===== src/soc_pkg.sv =====
`timescale 1ns / 1ps
// ----------------------------------------------------------------------------
// soc_pkg: shared types and constants
// Codes, field widths and the word formats passed between the root cells,
// the divider and the top level of the segment collision check.
// ----------------------------------------------------------------------------
package soc_pkg;

  // Coordinate and register widths
  localparam int COORD_W = 24;
  localparam int DIFF_W  = COORD_W + 1;
  localparam int FRAC_W  = 16;
  localparam int CFG_IDX_W = 3;

  // Square root: 2*SQ_W bit radicand, one result bit per cell
  localparam int SQ_W = 25;
  localparam int SQ_REM_W = SQ_W + 2;

  // Shared divider width
  localparam int DIV_W = 26;

  // Defaults for top-level parameters
  localparam int OBSTACLE_DEPTH_DEF = 1024;
  localparam int MAX_STEPS_DEF = 1024;

  // Input modes
  localparam logic [1:0] MODE_CLEAR = 2'd0;
  localparam logic [1:0] MODE_ADD   = 2'd1;
  localparam logic [1:0] MODE_CHECK = 2'd2;
  localparam logic [1:0] MODE_NONE  = 2'd3;

  // Result status
  localparam logic [1:0] ST_OK   = 2'd0;
  localparam logic [1:0] ST_FULL = 2'd1;
  localparam logic [1:0] ST_LONG = 2'd2;

  // Register indexes
  localparam logic [CFG_IDX_W-1:0] REG_MIN_X   = 3'd0;
  localparam logic [CFG_IDX_W-1:0] REG_MAX_X   = 3'd1;
  localparam logic [CFG_IDX_W-1:0] REG_MIN_Y   = 3'd2;
  localparam logic [CFG_IDX_W-1:0] REG_MAX_Y   = 3'd3;
  localparam logic [CFG_IDX_W-1:0] REG_RADIUS  = 3'd4;
  localparam logic [CFG_IDX_W-1:0] REG_SPACING = 3'd5;

  // Register reset values
  localparam logic signed [COORD_W-1:0] RST_MIN = 24'sh800000;
  localparam logic signed [COORD_W-1:0] RST_MAX = 24'sh7FFFFF;
  localparam logic [FRAC_W-1:0] RST_RADIUS  = 16'd256;
  localparam logic [FRAC_W-1:0] RST_SPACING = 16'd128;

  // Word moved from one root cell to the next
  typedef struct packed {
    logic                  valid;
    logic [SQ_REM_W-1:0]   rem;
    logic [SQ_W-1:0]       root;
    logic [2*SQ_W-1:0]     n;
  } sq_cell_t;

  typedef struct packed {
    logic             start;
    logic [DIV_W-1:0] dividend;
    logic [DIV_W-1:0] divisor;
  } div_req_t;

  typedef struct packed {
    logic             done;
    logic [DIV_W-1:0] quotient;
    logic [DIV_W-1:0] remainder;
  } div_rsp_t;

endpackage


===== src/soc_divider.sv =====
`timescale 1ns / 1ps
// ----------------------------------------------------------------------------
// soc_divider: restoring unsigned divider
// One quotient bit per cycle; pulses done with quotient and remainder.
// ----------------------------------------------------------------------------
module soc_divider (
  input  logic              clk,
  input  logic              rst,
  input  soc_pkg::div_req_t req,
  output soc_pkg::div_rsp_t rsp
);

  localparam int CNT_W = $clog2(soc_pkg::DIV_W + 1);

  logic                       busy;
  logic [CNT_W-1:0]           cnt;
  logic [soc_pkg::DIV_W-1:0]  den;
  logic [soc_pkg::DIV_W-1:0]  r;
  logic [soc_pkg::DIV_W-1:0]  q;
  logic [soc_pkg::DIV_W:0]    t;
  logic [soc_pkg::DIV_W:0]    t_sub;
  logic                       ge;

  always_comb begin
    t     = {r, q[soc_pkg::DIV_W-1]};
    t_sub = t - {1'b0, den};
    ge    = (t >= {1'b0, den});
  end

  always_ff @(posedge clk) begin
    if (rst) begin
      busy     <= 1'b0;
      rsp.done <= 1'b0;
      cnt      <= '0;
    end else begin
      rsp.done <= 1'b0;
      if (req.start) begin
        busy <= 1'b1;
        cnt  <= '0;
      end else if (busy) begin
        cnt <= cnt + 1'b1;
        if (cnt == CNT_W'(soc_pkg::DIV_W - 1)) begin
          busy     <= 1'b0;
          rsp.done <= 1'b1;
        end
      end
    end
    if (req.start) begin
      den <= req.divisor;
      r   <= '0;
      q   <= req.dividend;
    end else if (busy) begin
      r <= ge ? t_sub[soc_pkg::DIV_W-1:0] : t[soc_pkg::DIV_W-1:0];
      q <= {q[soc_pkg::DIV_W-2:0], ge};
    end
  end

  assign rsp.quotient  = q;
  assign rsp.remainder = r;

endmodule

===== config.mk =====
export PLATFORM = sky130hd
export DESIGN_NAME = soc_divider
export DESIGN_NICKNAME = d
export VERILOG_FILES = /design/src/soc_pkg.sv /design/src/soc_divider.sv
export SDC_FILE = /design/constraint.sdc
export NUM_CORES = 1
export LEC_CHECK = 0
export ABC_AREA = 1
export BUFFER_PORTS_ARGS = -buffer_cell sky130_fd_sc_hd__buf_2
export CORE_UTILIZATION = 45
export CTS_CLUSTER_SIZE = 16
export DETAILED_ROUTE_END_ITERATION = 16
export GPL_TIMING_DRIVEN = 0
export PLACE_DENSITY = 0.81
export SLEW_MARGIN = 20
export SYNTH_ARGS = -nofsm -noshare
export SYNTH_HDL_FRONTEND = slang
export SYNTH_SLANG_ARGS = --single-unit

===== constraint.sdc =====
create_clock -name clk -period 1.7 [get_ports clk]
set_clock_uncertainty 0.05 [all_clocks]
set_input_delay 0 -clock clk [delete_from_list [all_inputs] [get_ports clk]]
set_output_delay 0 -clock clk [all_outputs]
set_load 0.02 [all_outputs]

; After elaboration in Yosys (flattened, before gate mapping)
; Index checks and enable logic that the tools add are counted.
[totals]
in_bits = 55
elab_cells = 21
output_inout_bits = 53
register_bits = 85
[op_classes]
magnitude_cmp = 1
addsub = 2
eq_ne = 1
n_bitwise = 1
mux = 7
reduce_logical = 3
[ops]
columns = op, count
row1 = $mux 26, 3
row2 = $ge 27x26->1, 1
row3 = $sub 26x26->26, 1
row4 = $add 5x1->5 const B, 1
row5 = $eq 5x5->1 const B, 1
row6 = $mux 1, 4
row7 = $reduce_or 3->1, 1
row8 = $reduce_bool 2->1, 1
row9 = $reduce_or 2->1, 1
row10 = $not 1->1, 1

; Depth between registers and ports, before layout
; Gate-level depths: netlist of run 1.
[logic_depth]
depth_word = 4
ltp_mapped = 16
depth_no_buf = 16

; Worst setup path before layout of run 1
; No wires, ideal clock.
[synth_path]
path_kind = register -> register
startpoint = register q[25] (netlist bit)
endpoint = register r[18] (netlist bit)
path_buffers = 0
setup_time_ps = 112
path_slack_ps = -373
period_less_slack_ps = 2073
stages_incl_launch_ff = 17
arrival_ps = 1911
path_cell_list = edfxtp_1 > inv_1 > ha_1 > inv_1 > fa_1 > nand2_1 > nand2_1 > nand3b_1 > nand2_1 > nand2_1 > nand2_1 > nand2_1 > nand2_1 > nand2_1 > nand3_1 > nand2_1 > nand2_1
[synth_via]
elab_chain_cells = 2
[synth_lines]
columns = item, line_no
row1 = start: declaration, soc_divider.sv:19  ; logic [soc_pkg::DIV_W-1:0] q;
row2 = start signal: assignment, soc_divider.sv:51  ; q <= req.dividend;
row3 = start signal: assignment, soc_divider.sv:54  ; q <= {q[soc_pkg::DIV_W-2:0], ge};
row4 = $sub 26x26->26 or $ge 27x26->1 (tied branches), "soc_divider.sv:26, soc_divider.sv:27"
row5 = $mux 26 (*), soc_divider.sv:53  ; r <= ge ? t_sub[soc_pkg::DIV_W-1:0] : t[soc_pkg::DIV_W-1:0];
row6 = end signal: assignment, soc_divider.sv:53
row7 = end: declaration, soc_divider.sv:18  ; logic [soc_pkg::DIV_W-1:0] r;
; Every way passes the cells marked *; elsewhere a longest branch is shown, timed or not.
; A chain may end at the register's enable or synchronous reset.

; Final worst setup path of run 1
[layout_path]
startpoint = register den[1] (netlist bit)
endpoint = register r[16] (netlist bit)
[layout_via]
elab_chain_cells = 2
[layout_lines]
columns = item, line_no
row1 = start: declaration, soc_divider.sv:17  ; logic [soc_pkg::DIV_W-1:0] den;
row2 = start signal: assignment, soc_divider.sv:49  ; den <= req.divisor;
row3 = $sub 26x26->26 or $ge 27x26->1 (tied branches), "soc_divider.sv:26, soc_divider.sv:27"
row4 = $mux 26 (*), soc_divider.sv:53
; Marks and branches as above.

==> results of run 1 <==
==> worst min path at each step <==
stage	from	endpoint	slack, ns	cells after the start
final	req[52]	den[20]	0.17	1
after global routing	req[52]	den[12]	0.19	1
after CTS	req[52]	den[23]	0.22	1
after detailed placement	req[10]	den[10]	0.13	1
after global placement	req[24]	den[24]	0.13	1
after floorplan	req[0]	den[0]	0.05	0
==> sequential cells by signal, indices dropped and copies added (netlist names) <==
signal  count
r          26
rsp         1
busy        1
q          26
cnt         5
den        26
==> layer usage <==
metal,vias to the layer above,track usage
met4,0,0.116
met2,229,0.447
met5,-,0
met1,2669,0.331
li1,2842,-
met3,39,0.0685
==> cell usage in the layout (no fill, tap or decap), types with 9 or more instances in the layout <==
master	count
nor2_1	28
nand3_2	33
dfxtp_1	9
a21oi_1	14
buf_2	107
nand2_1	276
inv_1	119
inv_2	27
nand3_1	33
nand2_2	39
edfxtp_1	52
ha_4	24
dlygate4sd3_1	53
dfxtp_2	23
buf_4	17
nor2_4	9
nand3b_1	9
nand4_1	10
clkbuf_16	9
nand2_4	9
==> final cells by class <==
type                            instances  area, um^2
Timing Repair Buffer                  181        1280
Sequential cell                        85        2250
Multi-Input combinational cell        539        3380
Tap cell                              168         210
Fill cell                             948        3870
Clock inverter                          6        76.3
Buffer                                 18         204
Inverter                              148         556
Clock buffer                           10         229
==> cell families after synthesis <==
group	Yosys count
AO/OA/AOI/OAI	36
XOR/XNOR	11
adder cells (fa/ha/maj)	29
buffers and inverters	166
flip-flops	85
AND/OR/NAND/NOR	463
==> metrics by stage <==
| stage | util | hold WS, ns |
|---|---|---|
| 2_1_floorplan | - | 0.0489 |
| 3_3_place_gp | 0.560 | 0.126 |
| 3_5_place_dp | 0.560 | 0.128 |
| 4_1_cts | 0.663 | 0.217 |
| 5_1_grt | 0.679 | 0.190 |
| 6_report | 0.679 | 0.167 |
==> critical path, cell delays in order, from the launching register on <==
cell	delay, ns
edfxtp_1	0.38
inv_2	0.09
ha_1	0.27
nand2_1	0.10
nor2_1	0.05
nand2_2	0.07
nor2_1	0.05
nand2_1	0.08
nand3_2	0.08
nor2_4	0.17
buf_12	0.16
buf_12	0.14
nand3b_1	0.11
nand3_1	0.10
nand2_1	0.05
==> power by group through the flow <==
stage	logic, mW	registers [mW]	clock network [mW]
after floorplan	0.444	2.50	0
after global placement	0.774	2.43	0
after detailed placement	0.782	2.43	0
after CTS	0.934	2.39	2.09
after global routing	1.10	2.41	2.19
final	1.02	2.40	2.08
==> repair_timing <==
item,in CTS,in global routing
endpoints found under the setup margin,54,74
resized for setup,74,46
pin swaps,28,18
setup buffers,15,5
endpoints found under the hold margin,54,0
hold buffers,53,0
cloned,1,0
==> metrics.md, run 1 <==
| Metric | Value |
|---|---|
| Outcome | `finished, violations left` |
| Failing checks | `negative setup slack` |
| Seq pwr share | `0.436` |
| RSZ-0062 raised after global routing | `true` |
| Area Growth Syn to Fin | `46.1%` |
| Rows | `40` |
| CTS tree | `yes` |
| Initial antenna violation count | `0` |
| Final Slew Violations | `0` |
| R2R Path End | `r[16]` |
| GRT Util Overall | `0.269` |
| Met1 WL | `7.03 mm` |
| Setup TNS | `-8.50 ns` |
| FF+latch count, synth | `85` |
| Vias per cell | `5.00` |
| # nets final | `1066` |
| Post-synth EDFFs | `52` |
| Cells after Synth | `790` |
| Synth cell types | `41` |
| CP Capture Type | `register` |
| Endpoints failing setup | `27` |
| Endpoints failing hold | `0` |
| Flop2flop setup slack | `-0.35 ns` |
| Detailed-route via count | `5779` |
| Post-synth ARST share | `0` |
| NetSw | `1.56 mW` |
| Peak VDD IR | `0.580 mV` |
| GPL Wtd Cong | `0.943` |
| Post-synthesis simple-gate area fraction | `0.361` |
| IO buf count | `107` |
| Starting Density | `0.465` |
| HP Class | `input port to register` |
| CP required | `1.90 ns` |
| ANT cells | `0` |
| Layout Cells excl Fill | `1155` |
| Clock sinks | `85` |
| Sw Share | `0.284` |
| Final Instance Area | `8190 um^2` |
| DRT Wirelength | `16.9 mm` |
| Leak | `4.20 nW` |
| Startpoint types | `register` |
| Synth Net Count | `874` |
| Post-route setup slack | `-0.354 ns` |
| Residual DRC count | `0` |
| Number of detailed-route iterations in the first pass | `5` |
| Average cell area after synthesis | `7.09 um^2` |
| XOR/XNOR Fraction of Synth Area | `0.0172` |
| Top cells by area, synth | `edfxtp_1 28%, nand2_1 21%, dfxtp_1 12%` |
| Most common library cells after synthesis | `317 x nand2_1, 137 x inv_1, 55 x nand3_1, 52 x edfxtp_1, 33 x dfxtp_1` |
| Crit Path Category | `register to register` |
| Ports | `108` |
| Largest net degree at the start of global routing | `36` |
| Pint | `3.94 mW` |
| Clock power frac | `0.378` |
| Tcrit/Tclk final | `1.21` |
| Placeable Area | `12100 um^2` |
| Pre-CTS setup slack | `-0.570 ns` |
| Max layer used | `met4` |
| Synthesized-area fraction occupied by adder cells | `0.0661` |
| Final ANT Viol Nets | `0` |
| Die Ht | `114 um` |
| WL met3 | `1.31 mm` |
| Post-Place Cell Area | `6760 um^2` |
| Setup crit end | `r[16]` |
| Skew-Pair Late Insertion Delay | `0.36 ns` |
| Global route overflow | `0` |
| Synth Area in Compound Gates | `0.0375` |
| Sequential element share of the synthesized area | `0.397` |
| Post-route minimum period | `2.05 ns` |
| Commonest register cell after synthesis | `edfxtp_1` |
| DR iter-0 viols | `363` |
| Maxcap violations | `0` |
| Most common cell in the synthesized netlist | `nand2_1` |
| Slew HR | `0.581` |
| Total CTS buffers | `9` |
| RR Startpoint | `den[1]` |
| R2R depth | `14` |
| Main combinational cell family by area after synthesis | `simple AND/OR/NAND/NOR gates` |
| Slew @ Worst Pin | `0.628 ns` |
| Pwr per Cell Area | `672 nW/um^2` |
| Synthesized cell area | `5600 um^2` |
| Vias in the first global route | `5585` |
| H-tree levels | `3` |
| Global-route wire length before repair | `26.7 mm` |
| Mux share of post-synthesis cell area | `0` |
| Yosys top cell area share | `0.279` |
| Maximum clock frequency | `487 MHz` |
| Met2 WL post-DR | `7.99 mm` |
| Crit. Startpoint | `den[1]` |
| Worst-path fanout max | `10` |
| Cells after DPL | `1065` |
| Synth warnings | `0` |
| CTS clk-pin slew, worst paths | `0.07 ns` |
| Clock Tree Buf Depth | `2` |
| Layout cells sized above 1 | `0.345` |
| Total power draw | `5.50 mW` |
| DR WL/cell | `14.6 um` |
| CTS Root Buffer Type | `clkbuf_16` |
| Comb power frac | `0.185` |
| Die Wd | `114 um` |
| Area leader, netlist | `edfxtp_1` |
| Post-DP HPWL | `11.2 mm` |
| CP Data Arrival Time | `2.25 ns` |
| Full die area | `12900 um^2` |
Note: power is estimated with default switching activity, not from simulation.
==> run 2, diff against run 1 <==
--- a/config.mk
+++ b/config.mk
@@ -6,12 +6,13 @@
 export NUM_CORES = 1
 export LEC_CHECK = 0
 export ABC_AREA = 1
-export BUFFER_PORTS_ARGS = -buffer_cell sky130_fd_sc_hd__buf_2
+export CAP_MARGIN = 20
 export CORE_UTILIZATION = 45
 export CTS_CLUSTER_SIZE = 16
 export DETAILED_ROUTE_END_ITERATION = 16
+export DONT_BUFFER_PORTS = 1
 export GPL_TIMING_DRIVEN = 0
-export PLACE_DENSITY = 0.81
+export PLACE_DENSITY = 0.73
 export SLEW_MARGIN = 20
 export SYNTH_ARGS = -nofsm -noshare
 export SYNTH_HDL_FRONTEND = slang
==> metrics.md, run 2 (synthesized netlist as in run 1, its figures left out) <==
| Metric | Value |
|---|---|
| Most frequent cells in the layout | `297 x nand2_1, 135 x inv_1, 54 x dlygate4sd3_1` |
| Rows | `40` |
| RSZ-0062 raised after global routing | `true` |
| Layout cells sized above 1 | `0.210` |
| Detailed-route via count | `5220` |
| Global route overflow | `0` |
| Met2 WL post-DR | `7.54 mm` |
| CTS clk-pin slew, worst paths | `0.07 ns` |
| CP peak stage delay | `0.52 ns` |
| Die Ht | `114 um` |
| Hold Path Origin | `req[52]` |
| RR Startpoint | `q[25]` |
| Clock Tree Buf Depth | `2` |
| Clock sinks | `85` |
| Maxcap violations | `0` |
| Crit. Startpoint | `q[25]` |
| Global-route wire length before repair | `25.2 mm` |
| Max layer used | `met4` |
| CTS Root Buffer Type | `clkbuf_16` |
| Placeable Area | `12100 um^2` |
| Vias per cell | `5.02` |
| Number of detailed-route iterations in the first pass | `5` |
| Pre-CTS setup slack | `-0.530 ns` |
| Pwr per Cell Area | `690 nW/um^2` |
| CP Capture Type | `register` |
| Slew @ Worst Pin | `0.561 ns` |
| Slowest CP cell | `edfxtp_1` |
| Skew-Pair Late Insertion Delay | `0.36 ns` |
| Starting Density | `0.465` |
| GRT Util Overall | `0.255` |
| Met1 WL | `6.70 mm` |
| DR iter-0 viols | `357` |
| GPL Wtd Cong | `0.938` |
| Failing checks | `negative setup slack` |
| Worst-path fanout max | `3` |
| Endpoints failing hold | `0` |
| Initial antenna violation count | `0` |
| CP required | `1.90 ns` |
| WL met3 | `1.32 mm` |
| CTS tree | `yes` |
| Slew HR | `0.625` |
| Crit Path Category | `register to register` |
| Core Util, Final | `0.624` |
| Maximum clock frequency | `459 MHz` |
| Leak | `3.65 nW` |
| IO buf count | `0` |
| Post-route setup slack | `-0.480 ns` |
| Area Growth Syn to Fin | `34.4%` |
| Total CTS buffers | `9` |
| Tcrit/Tclk final | `1.28` |
| Final Slew Violations | `0` |
| Die Wd | `114 um` |
| Outcome | `finished, violations left` |
| HP Class | `input port to register` |
| Largest net degree at the start of global routing | `36` |
| CP cell instances | `inv_2 > ha_4 > inv_4 > fa_2 > nand2_2 > nand2_2 > and2_1 > nand3b_1 > nand4_1 > nand2_1 > nand2_1 > nand3_1 > nand2_1` |
| Setup TNS | `-10.51 ns` |
| Post-DP HPWL | `10.6 mm` |
| Most common cell after layout, fill and taps aside | `nand2_1` |
| WHS | `0.139 ns` |
| Ports | `108` |
| DR WL/cell | `15.2 um` |
| Full die area | `12900 um^2` |
| CP Data Arrival Time | `2.38 ns` |
| Post-route minimum period | `2.18 ns` |
| Startpoint types | `register` |
| Endpoints failing setup | `27` |
| Peak VDD IR | `0.823 mV` |
| Vias in the first global route | `5072` |
| Final ANT Viol Nets | `0` |
| Top flop regs | `den x26, q x26, r x26` |
| DRT Wirelength | `15.9 mm` |
| H-tree levels | `3` |
| Residual DRC count | `0` |
| # nets final | `950` |
| Most frequent CP cell | `nand2_1` |
[run 2: critical path, delay by kind of cell, from the launching register on]
kind	cells	cell delay, ns
and+or+nand+nor	9	0.83
DFF	1	0.52
adders and majority gates	2	0.51
buffers and inverters	2	0.17
[run 2: what timing repair did]
item / 4_1_cts / 5_1_grt
gates resized for setup: 40 / 35
endpoints found under the hold margin: 93 / 0
buffers inserted: 6 / 2
gates cloned: 2 / 0
pin swaps: 9 / 15
endpoints found under the setup margin: 54 / 54
hold buffers: 55 / 0
[run 2: stage by stage]
step / instance area (um^2) / total power [mW] / instances
floorplan: 6010 / 2.95 / 790
global placement: 6220 / 3.08 / 958
detailed placement: 6220 / 3.09 / 958
CTS: 7350 / 5.19 / 1037
global route: 7530 / 5.38 / 1039
finish: 7530 / 5.19 / 1040
[run 2: layer usage]
layer,vias to the layer above,global-route usage
li1,2616,-
met1,2381,0.311
met2,196,0.433
met3,27,0.0776
met4,0,0.0754
met5,-,0
[run 2: layout make-up]
| type | instances | area (um^2) |
|---|---|---|
| fillers | 1043 | 4530 |
| multi-input cells | 539 | 3300 |
| flip-flops and latches | 85 | 2260 |
| repair buffers | 65 | 703 |
| inverters | 148 | 558 |
| clock buffers | 9 | 225 |
| well taps | 168 | 210 |
| plain buffers | 18 | 194 |
| clock inverters | 7 | 68.8 |
| diodes | 1 | 2.50 |
[run 2: path summary, 6_finish.rpt]
path	endpoint	slack (ns)	depth (start not counted)
min	busy	0.14	3
max reg2reg	r[20]	-0.48	13
min reg2reg	cnt[4]	0.46	1
max	r[20]	-0.48	13
[run 2: report_power, final]
part,switching [mW],internal (mW),leakage (nW)
Combinational,0.420,0.329,2.71
Clock,0.934,1.03,0.143
Sequential,0.154,2.33,0.801
Total,1.51,3.68,3.65
