$ cat src/soc_pkg.sv
`timescale 1ns / 1ps
// ----------------------------------------------------------------------------
// soc_pkg: shared types and constants
// Codes, field widths and the word formats passed between the root cells,
// the divider and the top level of the segment collision check.
// ----------------------------------------------------------------------------
package soc_pkg;

  // Coordinate and register widths
  localparam int COORD_W = 24;
  localparam int DIFF_W  = COORD_W + 1;
  localparam int FRAC_W  = 16;
  localparam int CFG_IDX_W = 3;

  // Square root: 2*SQ_W bit radicand, one result bit per cell
  localparam int SQ_W = 25;
  localparam int SQ_REM_W = SQ_W + 2;

  // Shared divider width
  localparam int DIV_W = 26;

  // Defaults for top-level parameters
  localparam int OBSTACLE_DEPTH_DEF = 1024;
  localparam int MAX_STEPS_DEF = 1024;

  // Input modes
  localparam logic [1:0] MODE_CLEAR = 2'd0;
  localparam logic [1:0] MODE_ADD   = 2'd1;
  localparam logic [1:0] MODE_CHECK = 2'd2;
  localparam logic [1:0] MODE_NONE  = 2'd3;

  // Result status
  localparam logic [1:0] ST_OK   = 2'd0;
  localparam logic [1:0] ST_FULL = 2'd1;
  localparam logic [1:0] ST_LONG = 2'd2;

  // Register indexes
  localparam logic [CFG_IDX_W-1:0] REG_MIN_X   = 3'd0;
  localparam logic [CFG_IDX_W-1:0] REG_MAX_X   = 3'd1;
  localparam logic [CFG_IDX_W-1:0] REG_MIN_Y   = 3'd2;
  localparam logic [CFG_IDX_W-1:0] REG_MAX_Y   = 3'd3;
  localparam logic [CFG_IDX_W-1:0] REG_RADIUS  = 3'd4;
  localparam logic [CFG_IDX_W-1:0] REG_SPACING = 3'd5;

  // Register reset values
  localparam logic signed [COORD_W-1:0] RST_MIN = 24'sh800000;
  localparam logic signed [COORD_W-1:0] RST_MAX = 24'sh7FFFFF;
  localparam logic [FRAC_W-1:0] RST_RADIUS  = 16'd256;
  localparam logic [FRAC_W-1:0] RST_SPACING = 16'd128;

  // Word moved from one root cell to the next
  typedef struct packed {
    logic                  valid;
    logic [SQ_REM_W-1:0]   rem;
    logic [SQ_W-1:0]       root;
    logic [2*SQ_W-1:0]     n;
  } sq_cell_t;

  typedef struct packed {
    logic             start;
    logic [DIV_W-1:0] dividend;
    logic [DIV_W-1:0] divisor;
  } div_req_t;

  typedef struct packed {
    logic             done;
    logic [DIV_W-1:0] quotient;
    logic [DIV_W-1:0] remainder;
  } div_rsp_t;

endpackage

$ cat src/soc_sqrt_cell.sv
`timescale 1ns / 1ps
// ----------------------------------------------------------------------------
// soc_sqrt_cell: one digit of the integer square root
// Takes two radicand bits, settles one root bit and hands the word on.
// ----------------------------------------------------------------------------
module soc_sqrt_cell (
  input  logic              clk,
  input  logic              rst,
  input  soc_pkg::sq_cell_t cell_in,
  output soc_pkg::sq_cell_t cell_out
);

  logic [soc_pkg::SQ_REM_W+1:0] rs;
  logic [soc_pkg::SQ_REM_W+1:0] trial;
  logic [soc_pkg::SQ_REM_W+1:0] diff;
  logic                         ge;

  always_comb begin
    rs    = {cell_in.rem, cell_in.n[2*soc_pkg::SQ_W-1 -: 2]};
    trial = {2'b00, cell_in.root, 2'b01};
    diff  = rs - trial;
    ge    = (rs >= trial);
  end

  always_ff @(posedge clk) begin
    if (rst) begin
      cell_out.valid <= 1'b0;
    end else begin
      cell_out.valid <= cell_in.valid;
    end
    cell_out.rem  <= ge ? diff[soc_pkg::SQ_REM_W-1:0] : rs[soc_pkg::SQ_REM_W-1:0];
    cell_out.root <= {cell_in.root[soc_pkg::SQ_W-2:0], ge};
    cell_out.n    <= {cell_in.n[2*soc_pkg::SQ_W-3:0], 2'b00};
  end

endmodule

$ cat config.mk
export PLATFORM = sky130hd
export DESIGN_NAME = soc_sqrt_cell
export DESIGN_NICKNAME = d
export VERILOG_FILES = /design/src/soc_pkg.sv /design/src/soc_sqrt_cell.sv
export SDC_FILE = /design/constraint.sdc
export NUM_CORES = 1
export LEC_CHECK = 0
export BUFFER_PORTS_ARGS = -buffer_cell sky130_fd_sc_hd__buf_2
export CAP_MARGIN = 20
export CORE_MARGIN = 2
export CORE_UTILIZATION = 49
export DETAILED_ROUTE_END_ITERATION = 16
export GPL_TIMING_DRIVEN = 0
export PLACE_DENSITY_LB_ADDON = 0.12
export SETUP_SLACK_MARGIN = 0.4
export SYNTH_ARGS = -nofsm -noshare
export SYNTH_HDL_FRONTEND = slang
export SYNTH_SLANG_ARGS = --single-unit
$ cat constraint.sdc
create_clock -name clk -period 6.32 [get_ports clk]
set_clock_uncertainty 0.15 [all_clocks]
set_input_delay 0.316 -clock clk [delete_from_list [all_inputs] [get_ports clk]]
set_output_delay 0.316 -clock clk [all_outputs]
set_load 0.005 [all_outputs]
After elaboration in Yosys (flattened, before gate mapping)
Cells that the tools add are included.
W data, S select, Z words.
{"block": "totals", "inputBits": 105, "out_inout_bits": 103, "wordCells": 7, "regBits": 101}
{"block": "op_classes", "addsub": 1, "mux": 1, "n_lt_le_gt_ge": 1}
{"op": "$ge A29 B27 Y1", "n": 1}
{"op": "$mux W27", "n": 1}
{"op": "$sub A27 B27 Y27", "n": 1}

Longest topological paths before layout
Gate-level depths: netlist of the first run.
{"block": "depth", "word_depth": 2, "mapped_depth": 13}

Worst setup path after synthesis of the first run
Ideal clock, no wire load.
{"block": "synth_timing", "path_type": "in2reg", "from": "input port cell_in[64] (netlist name)", "to": "register cell_out[85] (netlist name)", "path_buffers": 2, "cell_stages": 12, "required_ps": 6049, "arrival_ps": 2748, "slack_ps": 3301, "cell_sequence": "inv_1 ha_1 and3_4 and2_4 a221oi_2 o31ai_2 a41oi_2 o31ai_1 a2111o_1 buf_6 buf_12 mux2_4"}
{"block": "synth_between", "elab_chain_len": 2}
{"item": "start: declaration", "line_no": "soc_sqrt_cell.sv:9", "rtl": "input soc_pkg::sq_cell_t cell_in,"}
{"item": "$ge A29 B27 Y1", "line_no": "soc_sqrt_cell.sv:22", "rtl": "ge = (rs >= trial);"}
{"item": "$mux W27", "line_no": "soc_sqrt_cell.sv:31", "rtl": "cell_out.rem <= ge ? diff[soc_pkg::SQ_REM_W-1:0] : rs[soc_pkg::SQ_REM_W-1:0];"}
{"item": "end: declaration", "line_no": "soc_sqrt_cell.sv:10", "rtl": "output soc_pkg::sq_cell_t cell_out"}
Every way passes these cells.
A chain may end at the register's enable or synchronous reset.

Final worst setup path of the first run
{"block": "layout_timing", "from": "input port cell_in[58] (netlist name)", "to": "register cell_out[94] (netlist name)"}
{"block": "layout_between", "elab_chain_len": 2, "word_cells_on_any_way": 3, "classes_between": "1 x add/sub; 1 x order compare; 1 x mux"}
{"item": "$sub A27 B27 Y27 / $ge A29 B27 Y1 (equally long branches)", "line_no": "soc_sqrt_cell.sv:21, soc_sqrt_cell.sv:22"}
{"item": "$mux W27 (*)", "line_no": "soc_sqrt_cell.sv:31"}
Every way passes the cells marked *; elsewhere a longest branch is shown, timed or not.

==> impl_metrics.tcl, run 1 <==
set metrics [dict create \
    proportion_of_layout_cells_with_a_drive_suffix_above_1 0.3964 \
    power-per-cell-area_mw_per_mm2 245.6 \
    fp-row-count 32 \
    final.setup.tns_ps 0 \
    synth_cell_type_count 53 \
    ys_dominant_reg_cell "sky130_fd_sc_hd__dfxtp_1" \
    final.period_utilization 0.5715 \
    max_clock_freq_mhz 276.9 \
    ys_seq_elements 101 \
    power_frac_seq 0.478 \
    clkSlewWorstSetupHoldPaths_ps 110 \
    vdd.ir_drop.worst_mv 0.1336 \
    gpl.final_weighted_congestion 0.8374 \
    numClockSinks 101 \
    floorplan.io_pins 208 \
    syn-cell-area_mm2 0.004006 \
    syn_area_per_cell_um2 10.98 \
    design.final.nets 788 \
    number_of_buffers_added_for_setup_after_cts 0 \
    pwr-share-clk 0.273 \
    synth.top_cell.area_share 0.5047 \
    port_buffers 205 \
    detail_route.vias_per_cell 4.855 \
    net-switching-power_uw 436.0 \
    largest_registers "cell_out: 101 flops" \
    drt-pass1-iter-count 4 \
    synthMostInstantiatedCell "sky130_fd_sc_hd__dfxtp_1" \
    fill_cells 519 \
    post_synth_inst_count 365 \
    finalCriticalPeriod_ps 3612 \
    chipWidth_um 94.42 \
    power.combinational.fraction 0.249 \
    critPathRequiredTime_ps 6430 \
    grt_pass1_vias 3677 \
    largest_net_degree_at_the_start_of_global_routing 21 \
    finalWirelength_mm 11.53 \
    place_hpwl_mm 7.792 \
    min_delay_path_depth 2 \
    grt_remaining_overflow 0 \
    dieHeight_um 94.42 \
    yosys-top-cells-area "sky130_fd_sc_hd__dfxtp_1 50%, sky130_fd_sc_hd__ha_1 8.4%, sky130_fd_sc_hd__mux2_4 5.6%" \
    dp_worst_setup_slack_ps 2861 \
    post_synthesis_cell_type_with_the_largest_combined_area "sky130_fd_sc_hd__dfxtp_1" \
    drtAntennaViolNets 0 \
    ctsLongestPathBuffers 2 \
    outcome "complete, no violations" \
    leakage_uw 0.003111 \
    core-area_mm2 0.007807 \
    hold_buffers 74 \
    floorplan.initialDensity 0.5131 \
    drt_iter0_drc 122 \
    class_of_the_tightest_hold_or_removal_check "input port to register" \
    unrepaired_setup_endpoints_after_global_routing "no" \
    tritoncts "yes" \
    crit_type "input port to register" \
    post_synth_edffs 0 \
    antenna_cells 0 \
    synth_sequential_area_ratio 0.5047 \
    p_int_uw 1063 \
    arrival_ps 3720 \
    critical_path_peak_fanout 10 \
    finalSetupViolations 0 \
    area_growth_pct 52.34 \
    antenna_violations_before_repair 0 \
    max_cap_viol_count 0 \
    hold_path_end "cell_out[97]$_DFF_P_" \
    htreeDepth 3 \
    yosysWarningCount 0 \
    timing.critical_path.to_type "register" \
    clock-root-buffer "sky130_fd_sc_hd__clkbuf_8" \
    grt_pass1_wl_mm 17.24 \
    slew_violations 0 \
    p_sw_frac 0.2909 \
    startpoint_type "input port" \
    post_cts_resize_count 0 \
    vias 3704 \
    timing_hold_violations_final 0 \
    global_route.usage.total 0.2515 \
    setup_slack_ps 2708 \
    cts_buffers 9 \
    drc_errors 0 \
    avgRoutedWirePerCell_um 15.11 \
    timing.hold.worst.start "cell_in[95]" \
    die_area_mm2 0.008915 \
    ys_async_rst_share 0 \
    yosys-top-cells-count "101 x sky130_fd_sc_hd__dfxtp_1, 40 x sky130_fd_sc_hd__inv_1, 27 x sky130_fd_sc_hd__ha_1" \
    top_register "cell_out" \
    largest_register_ff_count 101 \
]
cell families after synthesis:
family / count (synthesis) / share of synthesized area
flops: 101 / 0.5047
xor+xnor: 25 / 0.05465
compound gates: 77 / 0.1334
buf+inv: 53 / 0.06402
other cells: 1 / 0.0009360
fa+ha+maj: 27 / 0.08432
simple gates: 55 / 0.07183
mux: 26 / 0.08620
metal layers:
layer  vias up  part of all wire  track usage  wire length, um
met2       154              0.53       0.4881             6082
met1      1694              0.38       0.2601             4348
met4         0             0.023      0.09541              265
met3        24             0.072      0.05746              832
li1       1832                 -            -                -
met5         -                 0            0                0
per-stage QoR:
stage | power [uW] | instance area, um2 | utilization | cells | hold WS [ps]
after detailed placement | 1063 | 5164 | 0.6614 | 673 | 270.1
after CTS | 1501 | 6103 | 0.7817 | 763 | 17.49
after global placement | 1054 | 5164 | 0.6614 | 673 | 268.1
final | 1499 | 6103 | 0.7817 | 763 | 30.73
after global routing | 1569 | 6103 | 0.7817 | 763 | 23.83
after floorplan | 927.9 | 4010 | - | 366 | 193.7
worst max path at each step:
| stage | cells past startpoint | startpoint | endpoint | slack (ps) |
|---|---|---|---|---|
| 2_1_floorplan | 12 | cell_in[64] | cell_out[85]$_DFF_P_ | 3300 |
| 6_report | 15 | cell_in[58] | cell_out[94]$_DFF_P_ | 2710 |
| 3_3_place_gp | 13 | cell_in[50] | cell_out[88]$_DFF_P_ | 2890 |
| 4_1_cts | 15 | cell_in[58] | cell_out[92]$_DFF_P_ | 2710 |
| 3_5_place_dp | 13 | cell_in[50] | cell_out[92]$_DFF_P_ | 2860 |
| 5_1_grt | 15 | cell_in[55] | cell_out[89]$_DFF_P_ | 2560 |
final cells by class:
| cell class | instances | area (um2) | share of cell area |
|---|---|---|---|
| flip-flops and latches | 101 | 2022 | 0.3313 |
| plain buffers | 13 | 106.4 | 0.01743 |
| repair buffers | 279 | 1767 | 0.2895 |
| clock buffers | 9 | 123.9 | 0.02030 |
| clock inverters | 7 | 75.07 | 0.01230 |
| well taps | 102 | 127.6 | 0.02091 |
| multi-input cells | 212 | 1732 | 0.2837 |
| inverters | 40 | 150.1 | 0.02460 |
critical path: stages:
cell and delay (ps):
sky130_fd_sc_hd__dlygate4sd3_1 520, sky130_fd_sc_hd__buf_2 110, sky130_fd_sc_hd__inv_1 40, sky130_fd_sc_hd__ha_1 290
sky130_fd_sc_hd__buf_6 140, sky130_fd_sc_hd__a21oi_1 210, sky130_fd_sc_hd__o21ai_1 140, sky130_fd_sc_hd__a221oi_2 330
sky130_fd_sc_hd__o31ai_2 150, sky130_fd_sc_hd__a41oi_2 300, sky130_fd_sc_hd__o31ai_1 120, sky130_fd_sc_hd__a2111o_1 430
sky130_fd_sc_hd__buf_6 170, sky130_fd_sc_hd__buf_12 160, sky130_fd_sc_hd__mux2_4 290
layout by cell type, fill, tap and decap left out, types with 3 or more instances in the layout:
cell type	instances
sky130_fd_sc_hd__nand2b_1	4
sky130_fd_sc_hd__ha_1	27
sky130_fd_sc_hd__a31oi_1	3
sky130_fd_sc_hd__inv_8	3
sky130_fd_sc_hd__nand4_1	9
sky130_fd_sc_hd__nand2_1	12
sky130_fd_sc_hd__mux2_4	15
sky130_fd_sc_hd__nor3_1	3
sky130_fd_sc_hd__o21a_1	3
sky130_fd_sc_hd__a211oi_1	3
sky130_fd_sc_hd__o21bai_1	5
sky130_fd_sc_hd__o21ai_0	6
sky130_fd_sc_hd__a21o_1	7
sky130_fd_sc_hd__dfxtp_1	101
sky130_fd_sc_hd__buf_2	207
sky130_fd_sc_hd__o221ai_1	3
sky130_fd_sc_hd__a21oi_1	24
sky130_fd_sc_hd__clkbuf_8	9
sky130_fd_sc_hd__nand3_1	3
sky130_fd_sc_hd__xor2_1	8
sky130_fd_sc_hd__nor2_1	13
sky130_fd_sc_hd__xnor2_1	17
sky130_fd_sc_hd__mux2_2	8
sky130_fd_sc_hd__dlygate4sd3_1	74
sky130_fd_sc_hd__clkbuf_1	5
sky130_fd_sc_hd__inv_1	40
sky130_fd_sc_hd__o21ai_1	4
sky130_fd_sc_hd__mux2i_1	3
power groups by stage:
stage | Clock, uW | Combinational, uW | Sequential [uW]
2_1_floorplan | 0 | 187 | 741
3_3_place_gp | 0 | 327 | 727
3_5_place_dp | 0 | 334 | 729
4_1_cts | 415 | 371 | 715
5_1_grt | 438 | 409 | 722
6_report | 409 | 374 | 716
No activity file was read; power rests on OpenSTA's default activity.
==> run 2, diff against run 1 <==
--- a/config.mk
+++ b/config.mk
@@ -8,7 +8,7 @@
 export BUFFER_PORTS_ARGS = -buffer_cell sky130_fd_sc_hd__buf_2
 export CAP_MARGIN = 20
 export CORE_MARGIN = 2
-export CORE_UTILIZATION = 49
+export CORE_UTILIZATION = 45
 export DETAILED_ROUTE_END_ITERATION = 16
 export GPL_TIMING_DRIVEN = 0
 export PLACE_DENSITY_LB_ADDON = 0.12
==> constraint.sdc (replaced) <==
create_clock -name clk -period 3.68 [get_ports clk]
set_clock_uncertainty 0.15 [all_clocks]
set_input_delay 0.184 -clock clk [delete_from_list [all_inputs] [get_ports clk]]
set_output_delay 0.184 -clock clk [all_outputs]
set_load 0.005 [all_outputs]
==> run 2 against run 1 <==
Clock power is 91% higher. Wire length grew 3.0%. Hold slack better by 180 ps. Cell area up 5.7%. Global-route usage is 0.72 points lower. Largest power group unchanged. Non-clock buffer count rose by 28. Die area up 8.5%. Critical path type unchanged. Sequential cell count stayed put.
==> impl_metrics.tcl, run 2 (synthesized netlist as in run 1, its figures left out) <==
set metrics [dict create \
    clkSlewWorstSetupHoldPaths_ps 110 \
    arrival_ps 3290 \
    finalHoldWorstSlack_ps 213.1 \
    area_growth_pct 61.02 \
    detail_route.vias_per_cell 4.726 \
    clock-root-buffer "sky130_fd_sc_hd__clkbuf_8" \
    max_cap_viol_count 0 \
    floorplan.io_pins 208 \
    timing.critical_path.to_type "register" \
    numClockSinks 101 \
    finalCriticalPeriod_ps 3187 \
    drtAntennaViolNets 0 \
    dpl_cell_area_mm2 0.005171 \
    global_route.usage.total 0.2443 \
    drt_iter0_drc 117 \
    place_hpwl_mm 7.675 \
    largest_net_degree_at_the_start_of_global_routing 21 \
    power-per-cell-area_mw_per_mm2 415.7 \
    critical_path.endpoint "cell_out[89]$_DFF_P_" \
    port_buffers 205 \
    vdd.ir_drop.worst_mv 0.3000 \
    startpoint_type "input port" \
    gpl.final_weighted_congestion 0.8271 \
    grt_pass1_wl_mm 18.98 \
    unrepaired_setup_endpoints_after_global_routing "no" \
    vias 3767 \
    finalSetupViolations 0 \
    antenna_cells 0 \
    fill_cells 637 \
    grt_pass1_vias 3877 \
    outcome "complete, no violations" \
    design.final.nets 816 \
    floorplan.initialDensity 0.4616 \
    max_clock_freq_mhz 313.8 \
    design_power_total_uw 2682 \
    critPathLaunch "cell_in[86]" \
    timing_hold_violations_final 0 \
    class_of_the_tightest_hold_or_removal_check "input port to register" \
    critical_path_peak_fanout 10 \
    ctsLongestPathBuffers 2 \
    chipWidth_um 98.36 \
    crit_type "input port to register" \
    critPathRequiredTime_ps 3780 \
    htreeDepth 3 \
    finalWirelength_mm 11.88 \
    dieHeight_um 98.36 \
    tritoncts "yes" \
    drt-pass1-iter-count 4 \
    most_used_cells_in_the_layout_excluding_fill_and_tap_cells "208 x sky130_fd_sc_hd__buf_2, 101 x sky130_fd_sc_hd__dfxtp_1, 101 x sky130_fd_sc_hd__dlygate4sd3_1" \
    final_common_cell "sky130_fd_sc_hd__buf_2" \
    final_area_mm2 0.006451 \
    antenna_violations_before_repair 0 \
    grt_remaining_overflow 0 \
    largest_register_ff_count 101 \
    final.period_utilization 0.8661 \
    die_area_mm2 0.009674 \
    largest_registers "cell_out: 101 flops" \
    leakage_uw 0.003250 \
    drc_errors 0 \
    cts_buffers 9 \
    slew_violations 0 \
    fp-row-count 34 \
    proportion_of_layout_cells_with_a_drive_suffix_above_1 0.3890 \
    core-area_mm2 0.008678 \
    final.setup.tns_ps 0 \
    avgRoutedWirePerCell_um 14.91 \
    top_register "cell_out" \
]
run 2: changes by cell type in the layout (fill, tap and decap cells not counted), moves of 2 or more:
cell | previous run | this run
sky130_fd_sc_hd__dlygate4sd3_1 | 74 | 101
sky130_fd_sc_hd__clkbuf_1 | 5 | 3
sky130_fd_sc_hd__clkinv_4 | 2 | 0
sky130_fd_sc_hd__inv_6 | 0 | 2
run 2: layer usage:
layer / global-route usage / share of wire / up-vias
li1: - / - / 1893
met1: 0.2697 / 0.40 / 1706
met2: 0.4532 / 0.51 / 148
met3: 0.05798 / 0.066 / 20
met4: 0.08851 / 0.020 / 0
met5: 0 / 0 / -
run 2: through the flow:
step | cells | setup slack (ps) | util
2_1_floorplan | 366 | 792.6 | -
3_3_place_gp | 679 | 364.9 | 0.5959
3_5_place_dp | 679 | 355.7 | 0.5959
4_1_cts | 796 | 403.8 | 0.7385
5_1_grt | 797 | 400.8 | 0.7434
6_report | 797 | 492.9 | 0.7434
run 2: how the worst min path moves through the flow:
stage | startpoint | to | slack, ps | cells after the start
global route | cell_in[101] | cell_out[79]$_DFF_P_ | 220 | 4
finish | cell_in[101] | cell_out[84]$_DFF_P_ | 210 | 4
CTS | cell_in[101] | cell_out[84]$_DFF_P_ | 200 | 4
detailed placement | cell_in[8] | cell_out[10]$_DFF_P_ | 140 | 1
floorplan | cell_in[8] | cell_out[10]$_DFF_P_ | 60 | 0
global placement | cell_in[18] | cell_out[20]$_DFF_P_ | 140 | 1
run 2: layout make-up:
cell class,instances,area (um2),area share
Multi-Input combinational cell,212,1764,0.2735
Timing Repair Buffer,307,2044,0.3169
Buffer,13,108.9,0.01687
Tap cell,108,135.1,0.02095
Clock buffer,9,123.9,0.01920
Inverter,40,150.1,0.02327
Clock inverter,7,102.6,0.01590
Sequential cell,101,2022,0.3134
run 2: where the power goes:
part	internal [uW]	switching [uW]	total [uW]
Combinational	378	293	671
Clock	341	440	780
Sequential	1200	27.1	1230
run 2: timing repair:
| item | in CTS | in global routing |
|---|---|---|
| hold buffers | 101 | 0 |
| gates resized for setup | 0 | 10 |
| hold endpoints to repair | 100 | 0 |
| setup endpoints to repair | 0 | 22 |
| buffers inserted | 0 | 1 |
run 2: worst max-delay path, stage by stage:
cell                            delay (ps)
sky130_fd_sc_hd__dlygate4sd3_1         540
sky130_fd_sc_hd__buf_2                 130
sky130_fd_sc_hd__ha_1                  250
sky130_fd_sc_hd__buf_2                 170
sky130_fd_sc_hd__and2_4                160
sky130_fd_sc_hd__a221oi_4              310
sky130_fd_sc_hd__o31ai_4               140
sky130_fd_sc_hd__a41oi_2               240
sky130_fd_sc_hd__o31ai_1               110
sky130_fd_sc_hd__a2111o_1              430
sky130_fd_sc_hd__buf_6                 170
sky130_fd_sc_hd__buf_12                160
sky130_fd_sc_hd__mux2_4                290
